## src/hdl/lnrast_pkg.sv

```systemverilog
package lnrast_pkg;

  // Default coordinate width and fixed color width
  localparam int unsigned CoordBitsDef = 6;
  localparam int unsigned ColorBits    = 32;

  // Commands from the controller to the datapath
  typedef struct packed {
    logic load;  // capture a new line command and set up the walk
    logic step;  // emit one pixel and advance along the major axis
  } ctrl_cmd_t;

  // Status from the datapath to the controller
  typedef struct packed {
    logic at_end;  // major position has reached the far endpoint
  } dp_status_t;

endpackage

```

## src/hdl/lnrast_datapath.sv

```systemverilog
module lnrast_datapath #(
  parameter int unsigned CoordBits = lnrast_pkg::CoordBitsDef
) (
  input  logic                           clk_i,
  input  logic                           rst_ni,
  input  lnrast_pkg::ctrl_cmd_t          cmd_i,
  output lnrast_pkg::dp_status_t         status_o,
  input  logic [CoordBits-1:0]           start_x_i,
  input  logic [CoordBits-1:0]           start_y_i,
  input  logic [CoordBits-1:0]           end_x_i,
  input  logic [CoordBits-1:0]           end_y_i,
  input  logic [lnrast_pkg::ColorBits-1:0] pixel_color_i,
  output logic                           pixel_valid_o,
  output logic [CoordBits-1:0]           pixel_x_o,
  output logic [CoordBits-1:0]           pixel_y_o,
  output logic [lnrast_pkg::ColorBits-1:0] write_color_o,
  output logic                           last_o
);

  localparam int unsigned ErrBits = CoordBits + 3;

  // Setup signals
  logic [CoordBits-1:0] adx, ady;
  logic                 steep;
  logic [CoordBits-1:0] a0, b0, a1, b1;
  logic [CoordBits-1:0] maj0, min0, maj1, min1;
  logic [CoordBits-1:0] dmaj, dmin;

  // Walk state
  logic [CoordBits-1:0]   major_pos_q, major_pos_d;
  logic [CoordBits-1:0]   minor_pos_q, minor_pos_d;
  logic [CoordBits-1:0]   major_end_q, major_end_d;
  logic [CoordBits-1:0]   major_delta_q, major_delta_d;
  logic signed [ErrBits-1:0] error_acc_q, error_acc_d;
  logic [CoordBits:0]     error_inc_q, error_inc_d;
  logic [CoordBits:0]     twice_major_delta_q, twice_major_delta_d;
  logic                   steep_flag_q, steep_flag_d;
  logic                   step_up_q, step_up_d;
  logic [lnrast_pkg::ColorBits-1:0] held_color_q, held_color_d;

  // Output registers
  logic                   valid_q, valid_d;
  logic [CoordBits-1:0]   px_q, px_d, py_q, py_d;
  logic [lnrast_pkg::ColorBits-1:0] color_q, color_d;
  logic                   last_q, last_d;

  logic signed [ErrBits-1:0] err_sum;
  logic                      minor_step;

  // Decide steepness, swap axes, order endpoints along the major axis
  always_comb begin
    adx   = (start_x_i > end_x_i) ? start_x_i - end_x_i : end_x_i - start_x_i;
    ady   = (start_y_i > end_y_i) ? start_y_i - end_y_i : end_y_i - start_y_i;
    steep = adx < ady;
    a0    = steep ? start_y_i : start_x_i;
    b0    = steep ? start_x_i : start_y_i;
    a1    = steep ? end_y_i   : end_x_i;
    b1    = steep ? end_x_i   : end_y_i;
    if (a0 > a1) begin
      maj0 = a1;
      min0 = b1;
      maj1 = a0;
      min1 = b0;
    end else begin
      maj0 = a0;
      min0 = b0;
      maj1 = a1;
      min1 = b1;
    end
    dmaj = maj1 - maj0;
    dmin = (min0 > min1) ? min0 - min1 : min1 - min0;
  end

  // Accumulate error and test against the major delta
  always_comb begin
    err_sum    = error_acc_q + $signed({2'b00, error_inc_q});
    minor_step = err_sum > $signed({3'b000, major_delta_q});
  end

  // Next-state for the walk registers and the output stage
  always_comb begin
    major_pos_d         = major_pos_q;
    minor_pos_d         = minor_pos_q;
    major_end_d         = major_end_q;
    major_delta_d       = major_delta_q;
    error_acc_d         = error_acc_q;
    error_inc_d         = error_inc_q;
    twice_major_delta_d = twice_major_delta_q;
    steep_flag_d        = steep_flag_q;
    step_up_d           = step_up_q;
    held_color_d        = held_color_q;
    valid_d             = 1'b0;
    px_d                = px_q;
    py_d                = py_q;
    color_d             = color_q;
    last_d              = last_q;

    if (cmd_i.load) begin
      major_pos_d         = maj0;
      minor_pos_d         = min0;
      major_end_d         = maj1;
      major_delta_d       = dmaj;
      error_acc_d         = '0;
      error_inc_d         = {dmin, 1'b0};
      twice_major_delta_d = {dmaj, 1'b0};
      steep_flag_d        = steep;
      step_up_d           = min1 > min0;
      held_color_d        = pixel_color_i;
    end else if (cmd_i.step) begin
      // Emit the current pixel, swapping back for steep lines
      valid_d = 1'b1;
      px_d    = steep_flag_q ? minor_pos_q : major_pos_q;
      py_d    = steep_flag_q ? major_pos_q : minor_pos_q;
      color_d = held_color_q;
      last_d  = major_pos_q == major_end_q;
      // Advance along the line
      major_pos_d = major_pos_q + 1'b1;
      if (minor_step) begin
        minor_pos_d = step_up_q ? minor_pos_q + 1'b1 : minor_pos_q - 1'b1;
        error_acc_d = err_sum - $signed({2'b00, twice_major_delta_q});
      end else begin
        error_acc_d = err_sum;
      end
    end
  end

  always_ff @(posedge clk_i or negedge rst_ni) begin
    if (!rst_ni) begin
      major_pos_q         <= '0;
      minor_pos_q         <= '0;
      major_end_q         <= '0;
      major_delta_q       <= '0;
      error_acc_q         <= '0;
      error_inc_q         <= '0;
      twice_major_delta_q <= '0;
      steep_flag_q        <= 1'b0;
      step_up_q           <= 1'b0;
      held_color_q        <= '0;
      valid_q             <= 1'b0;
    end else begin
      major_pos_q         <= major_pos_d;
      minor_pos_q         <= minor_pos_d;
      major_end_q         <= major_end_d;
      major_delta_q       <= major_delta_d;
      error_acc_q         <= error_acc_d;
      error_inc_q         <= error_inc_d;
      twice_major_delta_q <= twice_major_delta_d;
      steep_flag_q        <= steep_flag_d;
      step_up_q           <= step_up_d;
      held_color_q        <= held_color_d;
      valid_q             <= valid_d;
    end
  end

  // Output payload holds without reset
  always_ff @(posedge clk_i) begin
    px_q    <= px_d;
    py_q    <= py_d;
    color_q <= color_d;
    last_q  <= last_d;
  end

  assign status_o.at_end = major_pos_q == major_end_q;
  assign pixel_valid_o   = valid_q;
  assign pixel_x_o       = px_q;
  assign pixel_y_o       = py_q;
  assign write_color_o   = color_q;
  assign last_o          = last_q;

endmodule

```

## src/hdl/lnrast_ctrl.sv

```systemverilog
module lnrast_ctrl (
  input  logic                   clk_i,
  input  logic                   rst_ni,
  input  logic                   start,
  output logic                   busy,
  input  lnrast_pkg::dp_status_t status_i,
  output lnrast_pkg::ctrl_cmd_t  cmd_o
);

  typedef enum logic {
    StIdle,
    StWalk
  } state_e;

  state_e state_q, state_d;

  // Load on an accepted item, step every walk cycle
  always_comb begin
    cmd_o.load = start && (state_q == StIdle);
    cmd_o.step = state_q == StWalk;
  end

  // Leave the walk after the final pixel
  always_comb begin
    state_d = state_q;
    case (state_q)
      StIdle: begin
        if (start) state_d = StWalk;
      end
      StWalk: begin
        if (status_i.at_end) state_d = StIdle;
      end
      default: state_d = StIdle;
    endcase
  end

  always_ff @(posedge clk_i or negedge rst_ni) begin
    if (!rst_ni) begin
      state_q <= StIdle;
    end else begin
      state_q <= state_d;
    end
  end

  assign busy = state_q != StIdle;

endmodule

```

## src/hdl/line_rasterizer_core.sv

```systemverilog
// Line command in, one pixel write per cycle out.
// The command is captured into the walk registers at the accept edge, and the first pixel
// is then strobed from the output registers after the first walk step. A line has at most
// 64 pixels at 6-bit coordinates, emitted one per cycle; a new command is taken only when idle.
// Reset (rst_ni low, asynchronous) returns the block to idle with no strobe pending.
// Results are strobed for one cycle each; the receiver cannot stall them.
module line_rasterizer_core #(
  parameter int unsigned CoordBits = lnrast_pkg::CoordBitsDef
) (
  input  logic                             clk_i,
  input  logic                             rst_ni,
  input  logic                             start,
  output logic                             busy,
  input  logic [CoordBits-1:0]             start_x_i,
  input  logic [CoordBits-1:0]             start_y_i,
  input  logic [CoordBits-1:0]             end_x_i,
  input  logic [CoordBits-1:0]             end_y_i,
  input  logic [lnrast_pkg::ColorBits-1:0] pixel_color_i,
  output logic                             pixel_valid_o,
  output logic [CoordBits-1:0]             pixel_x_o,
  output logic [CoordBits-1:0]             pixel_y_o,
  output logic [lnrast_pkg::ColorBits-1:0] write_color_o,
  output logic                             last_o
);

  lnrast_pkg::ctrl_cmd_t  cmd;
  lnrast_pkg::dp_status_t status;

  // Sequence the line walk
  lnrast_ctrl u_ctrl (
    .clk_i    (clk_i),
    .rst_ni   (rst_ni),
    .start    (start),
    .busy     (busy),
    .status_i (status),
    .cmd_o    (cmd)
  );

  // Set up and step the Bresenham error loop
  lnrast_datapath #(
    .CoordBits (CoordBits)
  ) u_datapath (
    .clk_i         (clk_i),
    .rst_ni        (rst_ni),
    .cmd_i         (cmd),
    .status_o      (status),
    .start_x_i     (start_x_i),
    .start_y_i     (start_y_i),
    .end_x_i       (end_x_i),
    .end_y_i       (end_y_i),
    .pixel_color_i (pixel_color_i),
    .pixel_valid_o (pixel_valid_o),
    .pixel_x_o     (pixel_x_o),
    .pixel_y_o     (pixel_y_o),
    .write_color_o (write_color_o),
    .last_o        (last_o)
  );

endmodule

```

## config.mk

```make
export PLATFORM = sky130hd
export DESIGN_NAME = line_rasterizer_core
export DESIGN_NICKNAME = d
export VERILOG_FILES = /design/src/hdl/lnrast_pkg.sv /design/src/hdl/lnrast_datapath.sv /design/src/hdl/lnrast_ctrl.sv /design/src/hdl/line_rasterizer_core.sv
export SDC_FILE = /design/constraint.sdc
export NUM_CORES = 1
export LEC_CHECK = 0
export BUFFER_PORTS_ARGS = -buffer_cell sky130_fd_sc_hd__buf_4
export CAP_MARGIN = 40
export CORE_MARGIN = 5
export CORE_UTILIZATION = 50
export CTS_CLUSTER_DIAMETER = 80
export DETAILED_ROUTE_END_ITERATION = 10
export PLACE_DENSITY = 0.71
export SYNTH_ARGS = -nofsm -noshare
export SYNTH_HDL_FRONTEND = slang
export SYNTH_SLANG_ARGS = --single-unit
```

## constraint.sdc

```tcl
create_clock -name clk_i -period 3.7 [get_ports clk_i]
set_input_delay 0.37 -clock clk_i [delete_from_list [all_inputs] [get_ports clk_i]]
set_output_delay 0.37 -clock clk_i [all_outputs]
set_load 0.1 [all_outputs]
```

* Yosys cells after proc, flatten, opt, wreduce, memory -nomap -nowiden
Cells that the tools add are included.
** Word-level totals
- Word-level logic and storage cells :: 69
- Flip-flop bits (word level) :: 120
- Input port bits :: 59
** Cells by class
- $lt $le $gt $ge :: 7
- Eq/ne operators :: 1
- $add $sub $neg :: 12
- Reduce and logical (&&, ||, !) cells :: 5
- Bitwise gates (word level) :: 2
- Multiplexer cells :: 27
** Operators with widths (number)
- $mux 6 :: 19
- $sub 6x6->6 :: 7
- $gt 6x6->1 :: 5
- $mux 9 :: 3
- $add 6x1->6 const B :: 2
- $add 9x8->9 :: 1
- $gt 9x7->1 :: 1
- $sub 9x8->9 :: 1
- $eq 6x6->1 :: 1
- $lt 6x6->1 :: 1
- $sub 6x1->6 const B :: 1
- $mux 1 :: 4
- $reduce_and 2->1 :: 2
- $reduce_bool 2->1 :: 2
- $not 1->1 :: 2
- $pmux 1 s2 :: 1
- $logic_and 1x1->1 :: 1

* Logic depth before layout (Yosys ltp)
Gate-level depths: netlist (run 1).
- Depth in word-level cells :: 8
- Gate-level depth with buffers :: 43
- Mapped depth without buffers :: 39

* By module
From an unflattened synthesis (run 1), not the netlist that was laid out.
** Second synthesis, totals
- Cells, all modules :: 723
- Area total of the unflattened synthesis :: 7793.7 sq um
** By module, submodules not included
- lnrast_datapath :: times used 1, cells an instance 718, area each 7746.2 sq um, sequential area each 3178.0 sq um
- lnrast_ctrl :: times used 1, cells an instance 5, area each 47.5 sq um, sequential area each 25.0 sq um

* Worst setup path after synthesis (run 1)
No wires, ideal clock.
- Kind :: input to register
- From :: input start_x_i[0]
- To :: register u_datapath.error_inc_q[4]
- Arrival time :: 7.817 ns
- Setup time :: 0.125 ns
- Slack :: -4.242 ns
- Stages on the path :: 40
- Cells stage by stage :: inv_1 ha_1 inv_1 fa_1 a21o_1 a21o_1 a21o_1 a21oi_1 a31oi_1 a211oi_1 a21oi_1 xor2_1 ha_1 nand4_1 o221ai_2 clkbuf_1 a21oi_1 ha_1 [4 not listed] a22o_2 buf_6 buf_2 buf_2 o211ai_1 and2_1 ha_1 inv_1 fa_1 a21o_1 a21oi_1 o21ai_0 nand2_1 mux2_2 o21ai_0 nand2_1 xnor2_1 mux2_2
** On the way
- Longest elaborated chain between the ends :: 8
** RTL lines
- from (decl) :: line line_rasterizer_core.sv:14 : input logic [CoordBits-1:0] start_x_i,
- $sub 6x6->6 / $gt 6x6->1 (equally long branches) :: line lnrast_datapath.sv:52 : adx = (start_x_i > end_x_i) ? start_x_i - end_x_i : end_x_i - start_x_i;
- $mux 6 :: line lnrast_datapath.sv:52
- $lt 6x6->1 :: line lnrast_datapath.sv:54 : steep = adx < ady;
- $mux 6, on equally long branches :: line lnrast_datapath.sv:55, lnrast_datapath.sv:57
- $gt 6x6->1 :: line lnrast_datapath.sv:59 : if (a0 > a1) begin
- $mux 6 :: line lnrast_datapath.sv:59
- $sub 6x6->6 / $gt 6x6->1 (equally long branches) :: line lnrast_datapath.sv:71 : dmin = (min0 > min1) ? min0 - min1 : min1 - min0;
- $mux 6 * :: line lnrast_datapath.sv:71
- to (signal assigned) :: line lnrast_datapath.sv:146 : error_inc_q <= error_inc_d;
- to (decl) :: line lnrast_datapath.sv:35 : logic [CoordBits:0] error_inc_q, error_inc_d;
Mark *: on every way between the ends. The rest lies on a longest branch, timed or not.
A chain may end at the register's enable or synchronous reset.

* Final worst setup path (run 1)
Same ends and word-level chain as after synthesis.

==> results of run 1 <==
synthesized netlist by cell type (all sizes together), types with 3 or more instances:
library cell	number	share of area
a21o	22	0.021
or2	4	0.0032
a21oi	47	0.031
a22o	3	0.0035
mux2	20	0.029
or4	4	0.0039
a31oi	6	0.0048
mux2i	38	0.049
nand3	8	0.0051
fa	9	0.023
xor2	10	0.011
dfrtp	74	0.24
xnor2	27	0.030
clkbuf	22	0.011
nand2b	7	0.0056
buf	10	0.0072
o21bai	8	0.0077
and2	8	0.0064
ha	66	0.11
nand4	4	0.0032
o21ai	43	0.028
o211ai	13	0.013
a221o	3	0.0039
nor2b	8	0.0064
a211oi	5	0.0048
nor2	40	0.019
nor3	11	0.0071
edfxtp	45	0.17
nand2	167	0.081
inv	57	0.027
stage by stage:
step | utilization | area (um^2) | hold WS [ps] | setup TNS [ps] | setup slack [ps]
2_1_floorplan | - | 8120 | 74.4 | -52640 | -3380
4_1_cts | 0.750 | 11400 | 128 | -50490 | -3040
5_1_grt | 0.763 | 11600 | 122 | -59310 | -3540
3_3_place_gp | 0.657 | 10000 | 426 | -61970 | -3530
3_5_place_dp | 0.659 | 10100 | 336 | -65800 | -3690
6_report | 0.763 | 11600 | 137 | -50970 | -3200
sequential cells by signal, summed over array words and instances (netlist names):
register / count
u_datapath.held_color_q: 32
u_datapath.write_color_o: 32
u_datapath.error_acc_q: 8
u_datapath.error_inc_q: 6
u_datapath.major_delta_q: 6
u_datapath.major_end_q: 6
u_datapath.major_pos_q: 6
u_datapath.minor_pos_q: 6
u_datapath.pixel_x_o: 6
u_datapath.pixel_y_o: 6
u_ctrl.busy: 1
u_datapath.last_o: 1
u_datapath.pixel_valid_o: 1
u_datapath.steep_flag_q: 1
u_datapath.step_up_q: 1
tightest hold or removal path, cell delays in order:
cell and delay (ps):
buf_4 70, nand2_1 40, nand2_1 40
cell type report:
class	instances	area, um^2	share of cell area
clock inverter	14	188	0.0161
timing repair buffer	287	2380	0.205
sequential	119	3200	0.275
tap	211	264	0.0227
clock buffer	18	439	0.0377
multi-input combinational	612	4930	0.424
inverter	57	231	0.0199
routing by layer:
layer | vias up | routed length, um | global-route usage
met4 | 0 | 750 | 0.108
met5 | - | 0 | 0
met2 | 213 | 12200 | 0.455
met1 | 3348 | 9520 | 0.307
li1 | 3412 | - | -
met3 | 55 | 953 | 0.0507
path summary, 6_finish.rpt:
check	slack, ps	to	cells after the start
worst max-delay path	-3200	u_datapath.error_inc_q[4]	39
worst min-delay path	140	u_datapath.held_color_q[17]	3
worst max register to register	270	u_datapath.error_acc_q[6]	15
worst min register to register	440	u_datapath.write_color_o[6]	0
max in group asynchronous	2690	u_datapath.held_color_q[23]	3
min in group asynchronous	430	u_datapath.error_inc_q[2]	2
timing repair:
| action | in CTS | in global routing |
|---|---|---|
| gates resized for setup | 73 | 66 |
| cloned | 4 | 0 |
| pin swaps | 44 | 45 |
| endpoints found under the setup margin | 31 | 32 |
| endpoints found under the hold margin | 28 | 0 |
| hold buffers | 1 | 0 |
| buffers inserted | 46 | 17 |
logic make-up (layout without fill, tap and decap cells):
family / count (synthesis) / after routing / synth area share
AOI/OAI and AO/OA: 174 / 174 / 0.146
xor gates and xnor gates: 37 / 37 / 0.0416
adders and majority gates: 75 / 75 / 0.129
buffers and inverters: 89 / 376 / 0.0453
DFF: 119 / 119 / 0.412
muxes: 58 / 58 / 0.0788
and+or+nand+nor: 268 / 268 / 0.147
==> results.yml, run 1 <==
status:
  status: "finished with violations"
  violations: "negative setup slack"
place:
  io_buffers: 105
  dp_hpwl_um: 16000
  dp.cells: 1242
  place_congestion: 0.937
run:
  maxCapViolations: 0
timing:
  drv_slew: 0
  worst_slew_margin_rel: 0.515
  min_period_over_period: 1.87
  fin_skew_ps: 9.80
  worst_slew_pin_slew_ps: 727
  min_period_ps: 6900
  worst_slack_ps: -3200
  finalSetupViolCount: 31
  rsz0062_at_grt: "yes"
  hold_viol_final: 0
  max_freq_mhz: 145
synthesis:
  synth_nets: 954
  synth_seq_cells: 119
  asyncSetResetFlopFracSynth: 0.622
  ys.flop_type: "dfrtp_1"
  synth.distinct_cells: 59
  netlist_instances: 820
  yosysWarningCount: 0
  synth_edf_count: 45
  yosysSeqAreaShare: 0.412
  avgSynthCellArea_um2: 9.49
  synth_area_um2: 7780
route:
  final_antenna_net_count: 0
  wirelength_um: 23400
  wl_per_cell_um: 17.8
  viasPerCell: 5.33
  drtIter0Drc: 476
  via_count: 7028
  drc: 0
  dr.pass1.iters: 5
clock_tree:
  cts.path.max_buffers: 2
  clk_pin_slew_ps: 60
  h-tree-depth: 4
  cts_tree: "yes"
  worstSkewPairLatency_ps: 420
  clock_sinks: 119
  cts_root_buf: "clkbuf_16"
  cts_buffers: 17
floorplan:
  coreArea_um2: 15300
  die_area_um2: 18200
  dieWidth_um: 135
  dieHeight_um: 135
  initial_utilization: 0.510
  rows: 45
  ios: 106
layout:
  mostFrequentLayoutCells: "259 x buf_4, 155 x nand2_1, 73 x dfrtp_1"
  layout.nets: 1228
  fin_cells: 1318
  n_fill_cell: 998
  syn2layout_area_growth_pct: 49.6
  drive_gt1_frac: 0.413
  antennaDiodeCount: 0
  final_common_cell: "buf_4"
setup_path:
  reg2reg_from: "u_datapath.error_inc_q[1]"
  cp-startpoint: "start_x_i[0]"
  path_delay_family: "compound AO/OA/AOI/OAI gates"
  cp_slowest_cell: "or4_4"
  critPathRequiredTime_ps: 4000
  worst-path-buf-inv: 8
  crit_fanout: 6
  cp_data_arrival_time_ps: 7200
  max_stage_delay_ps: 550
  critPathCaptureType: "register"
  worstSetupPathType: "in -> reg"
  startpoint_type: "input pin"
worst_hold_path:
  min_path_type: "in -> reg"
  min_from: "pixel_color_i[17]"
grt:
  grt_pass1_wl_um: 36800
  antenna_found_initial: 0
  overflow: 0
  grt_pass1_vias: 7306
  grt_max_degree: 55
  grtUsageTotal: 0.258
Power of run 1 is not shown: default switching activity piles up to over one toggle a cycle in this logic, so the estimate is an artifact.
==> inputs of run 2 (changes only) <==
--- a/config.mk
+++ b/config.mk
@@ -11,6 +11,7 @@
 export CORE_UTILIZATION = 50
 export CTS_CLUSTER_DIAMETER = 80
 export DETAILED_ROUTE_END_ITERATION = 10
+export MAX_ROUTING_LAYER = met4
 export PLACE_DENSITY = 0.71
 export SYNTH_ARGS = -nofsm -noshare
 export SYNTH_HDL_FRONTEND = slang
==> run 2 against run 1 <==
Clock skew is 1.7 ps lower. Sequential share of layout area barely moved. Via count increased by 2.7%. The run still ends with negative setup slack left. Critical path depth up 5. Sequential cell count unchanged. Register-to-register slack worse by 130 ps. Cell count grew 0.91%. Core utilization fell by 0.074 points.
==> results.yml, run 2 (synthesis results as in run 1) <==
place:
  io_buffers: 105
  place_congestion: 0.931
  place_area_um2: 10000
  dp_hpwl_um: 16100
route:
  dr.pass1.iters: 5
  viasPerCell: 5.43
  wl_per_cell_um: 17.8
  drc: 0
  final_antenna_net_count: 0
  wirelength_um: 23700
  drtIter0Drc: 542
  via_count: 7219
worst_hold_path:
  min_path_type: "in -> reg"
  min_path_cells: 3
setup_path:
  worstSetupPathType: "in -> reg"
  cp_slowest_cell: "fa_2"
  cp_data_arrival_time_ps: 7340
  cpMostUsedCell: "a21o_1"
  max_stage_delay_ps: 330
  crit_fanout: 7
  critPathRequiredTime_ps: 3990
  startpoint_type: "input pin"
  cp.depth: 44
  path_delay_family: "compound AO/OA/AOI/OAI gates"
  reg2regPathDepth: 14
  worst-path-buf-inv: 12
  critPathCaptureType: "register"
status:
  violations: "negative setup slack"
  status: "finished with violations"
floorplan:
  coreArea_um2: 15300
  dieWidth_um: 135
  dieHeight_um: 135
  initial_utilization: 0.510
  die_area_um2: 18200
  rows: 45
  ios: 106
grt:
  grtUsageTotal: 0.262
  grt_max_degree: 55
  antenna_found_initial: 0
  grt_pass1_wl_um: 36600
  grt_pass1_vias: 7215
  overflow: 0
timing:
  rsz0062_at_grt: "yes"
  drv_slew: 0
  hold_viol_final: 0
  max_freq_mhz: 142
  min_period_ps: 7050
  worst_slack_ps: -3350
  fin_skew_ps: 8.06
  min_period_over_period: 1.90
  worst_slew_margin_rel: 0.514
  finalSetupViolCount: 31
  worst_slew_pin_slew_ps: 728
layout:
  drive_gt1_frac: 0.406
  antennaDiodeCount: 0
  layout.nets: 1240
  syn2layout_area_growth_pct: 49.5
  fin_util: 0.762
  stdcell_area_um2: 11600
  mostFrequentLayoutCells: "275 x buf_4, 156 x nand2_1, 73 x dfrtp_1"
  final_common_cell: "buf_4"
clock_tree:
  h-tree-depth: 4
  clk_pin_slew_ps: 50
  cts_root_buf: "clkbuf_16"
  clock_sinks: 119
  worstSkewPairLatency_ps: 410
  cts_buffers: 17
  cts_tree: "yes"
  cts.path.max_buffers: 2
run:
  maxCapViolations: 0
[run 2: cell count changes in the layout (fill, tap and decap cells not counted), moves of 3 or more]
cell        previous run  this run
a21oi_1               34        38
a21oi_2               11         6
buf_4                259       275
buf_6                 16        13
clkbuf_1               0         3
clkinv_4               3         0
clkinvlp_4             1         4
inv_6                  6         2
mux2i_1               17        21
mux2i_4                9         5
nand2_4                6         3
nor2_1                31        35
nor2_2                 6         3
[run 2: worst reg2reg max path, stage by stage (launching register included)]
cell      delay [ps]
dfrtp_1          400
ha_1             240
fa_1             410
a21o_1           180
a21oi_1          240
xnor2_1          160
ha_1             320
nand3_1          100
o22ai_1          180
o32a_1           250
o311ai_2         130
buf_4            190
nor2_1           230
nor2_1           120
a221o_1          320
[run 2: final cells by class]
type	instances	area [um^2]
Tap cell	211	264
Clock buffer	21	450
Multi-Input combinational cell	612	4880
Clock inverter	11	173
Inverter	57	229
Timing Repair Buffer	299	2430
Sequential cell	119	3200
Fill cell	976	3630
[run 2: per-stage QoR]
| step | instances | TNS, ps | hold slack [ps] | setup WS, ps |
|---|---|---|---|---|
| after floorplan | 820 | -52640 | 74.4 | -3380 |
| after global placement | 1240 | -62090 | 426 | -3550 |
| after detailed placement | 1241 | -66750 | 396 | -3700 |
| after CTS | 1323 | -52550 | 136 | -3080 |
| after global routing | 1330 | -64250 | 138 | -3610 |
| final | 1330 | -57740 | 149 | -3350 |
[run 2: repair_timing]
item                                    in CTS  in global routing
gates cloned                                 2                  0
hold endpoints to repair                    38                  0
hold buffers                                 1                  0
endpoints found under the setup margin      31                 31
setup buffers                               50                 14
resized for setup                           53                 65
pin swaps                                   42                 35
[run 2: metal layers]
| layer | global-route usage | routed length (um) | vias to the layer above |
|---|---|---|---|
| met5 | - | 0 | - |
| met4 | 0.0916 | 859 | 0 |
| met3 | 0.0481 | 1060 | 80 |
| met2 | 0.454 | 12300 | 262 |
| met1 | 0.306 | 9490 | 3454 |
| li1 | - | - | 3423 |
[run 2: worst paths after layout]
check / from / to / slack (ps)
worst min-delay path: pixel_color_i[6] / u_datapath.held_color_q[6] / 150
min in group asynchronous: rst_ni / u_datapath.error_inc_q[2] / 500
max in group asynchronous: rst_ni / u_datapath.held_color_q[7] / 2610
worst max-delay path: start_y_i[0] / u_datapath.error_inc_q[4] / -3350
worst max register to register: u_datapath.error_inc_q[1] / u_datapath.minor_pos_q[0] / 140
worst min register to register: u_datapath.held_color_q[11] / u_datapath.write_color_o[11] / 440
Power of run 2 is left out for the same reason.
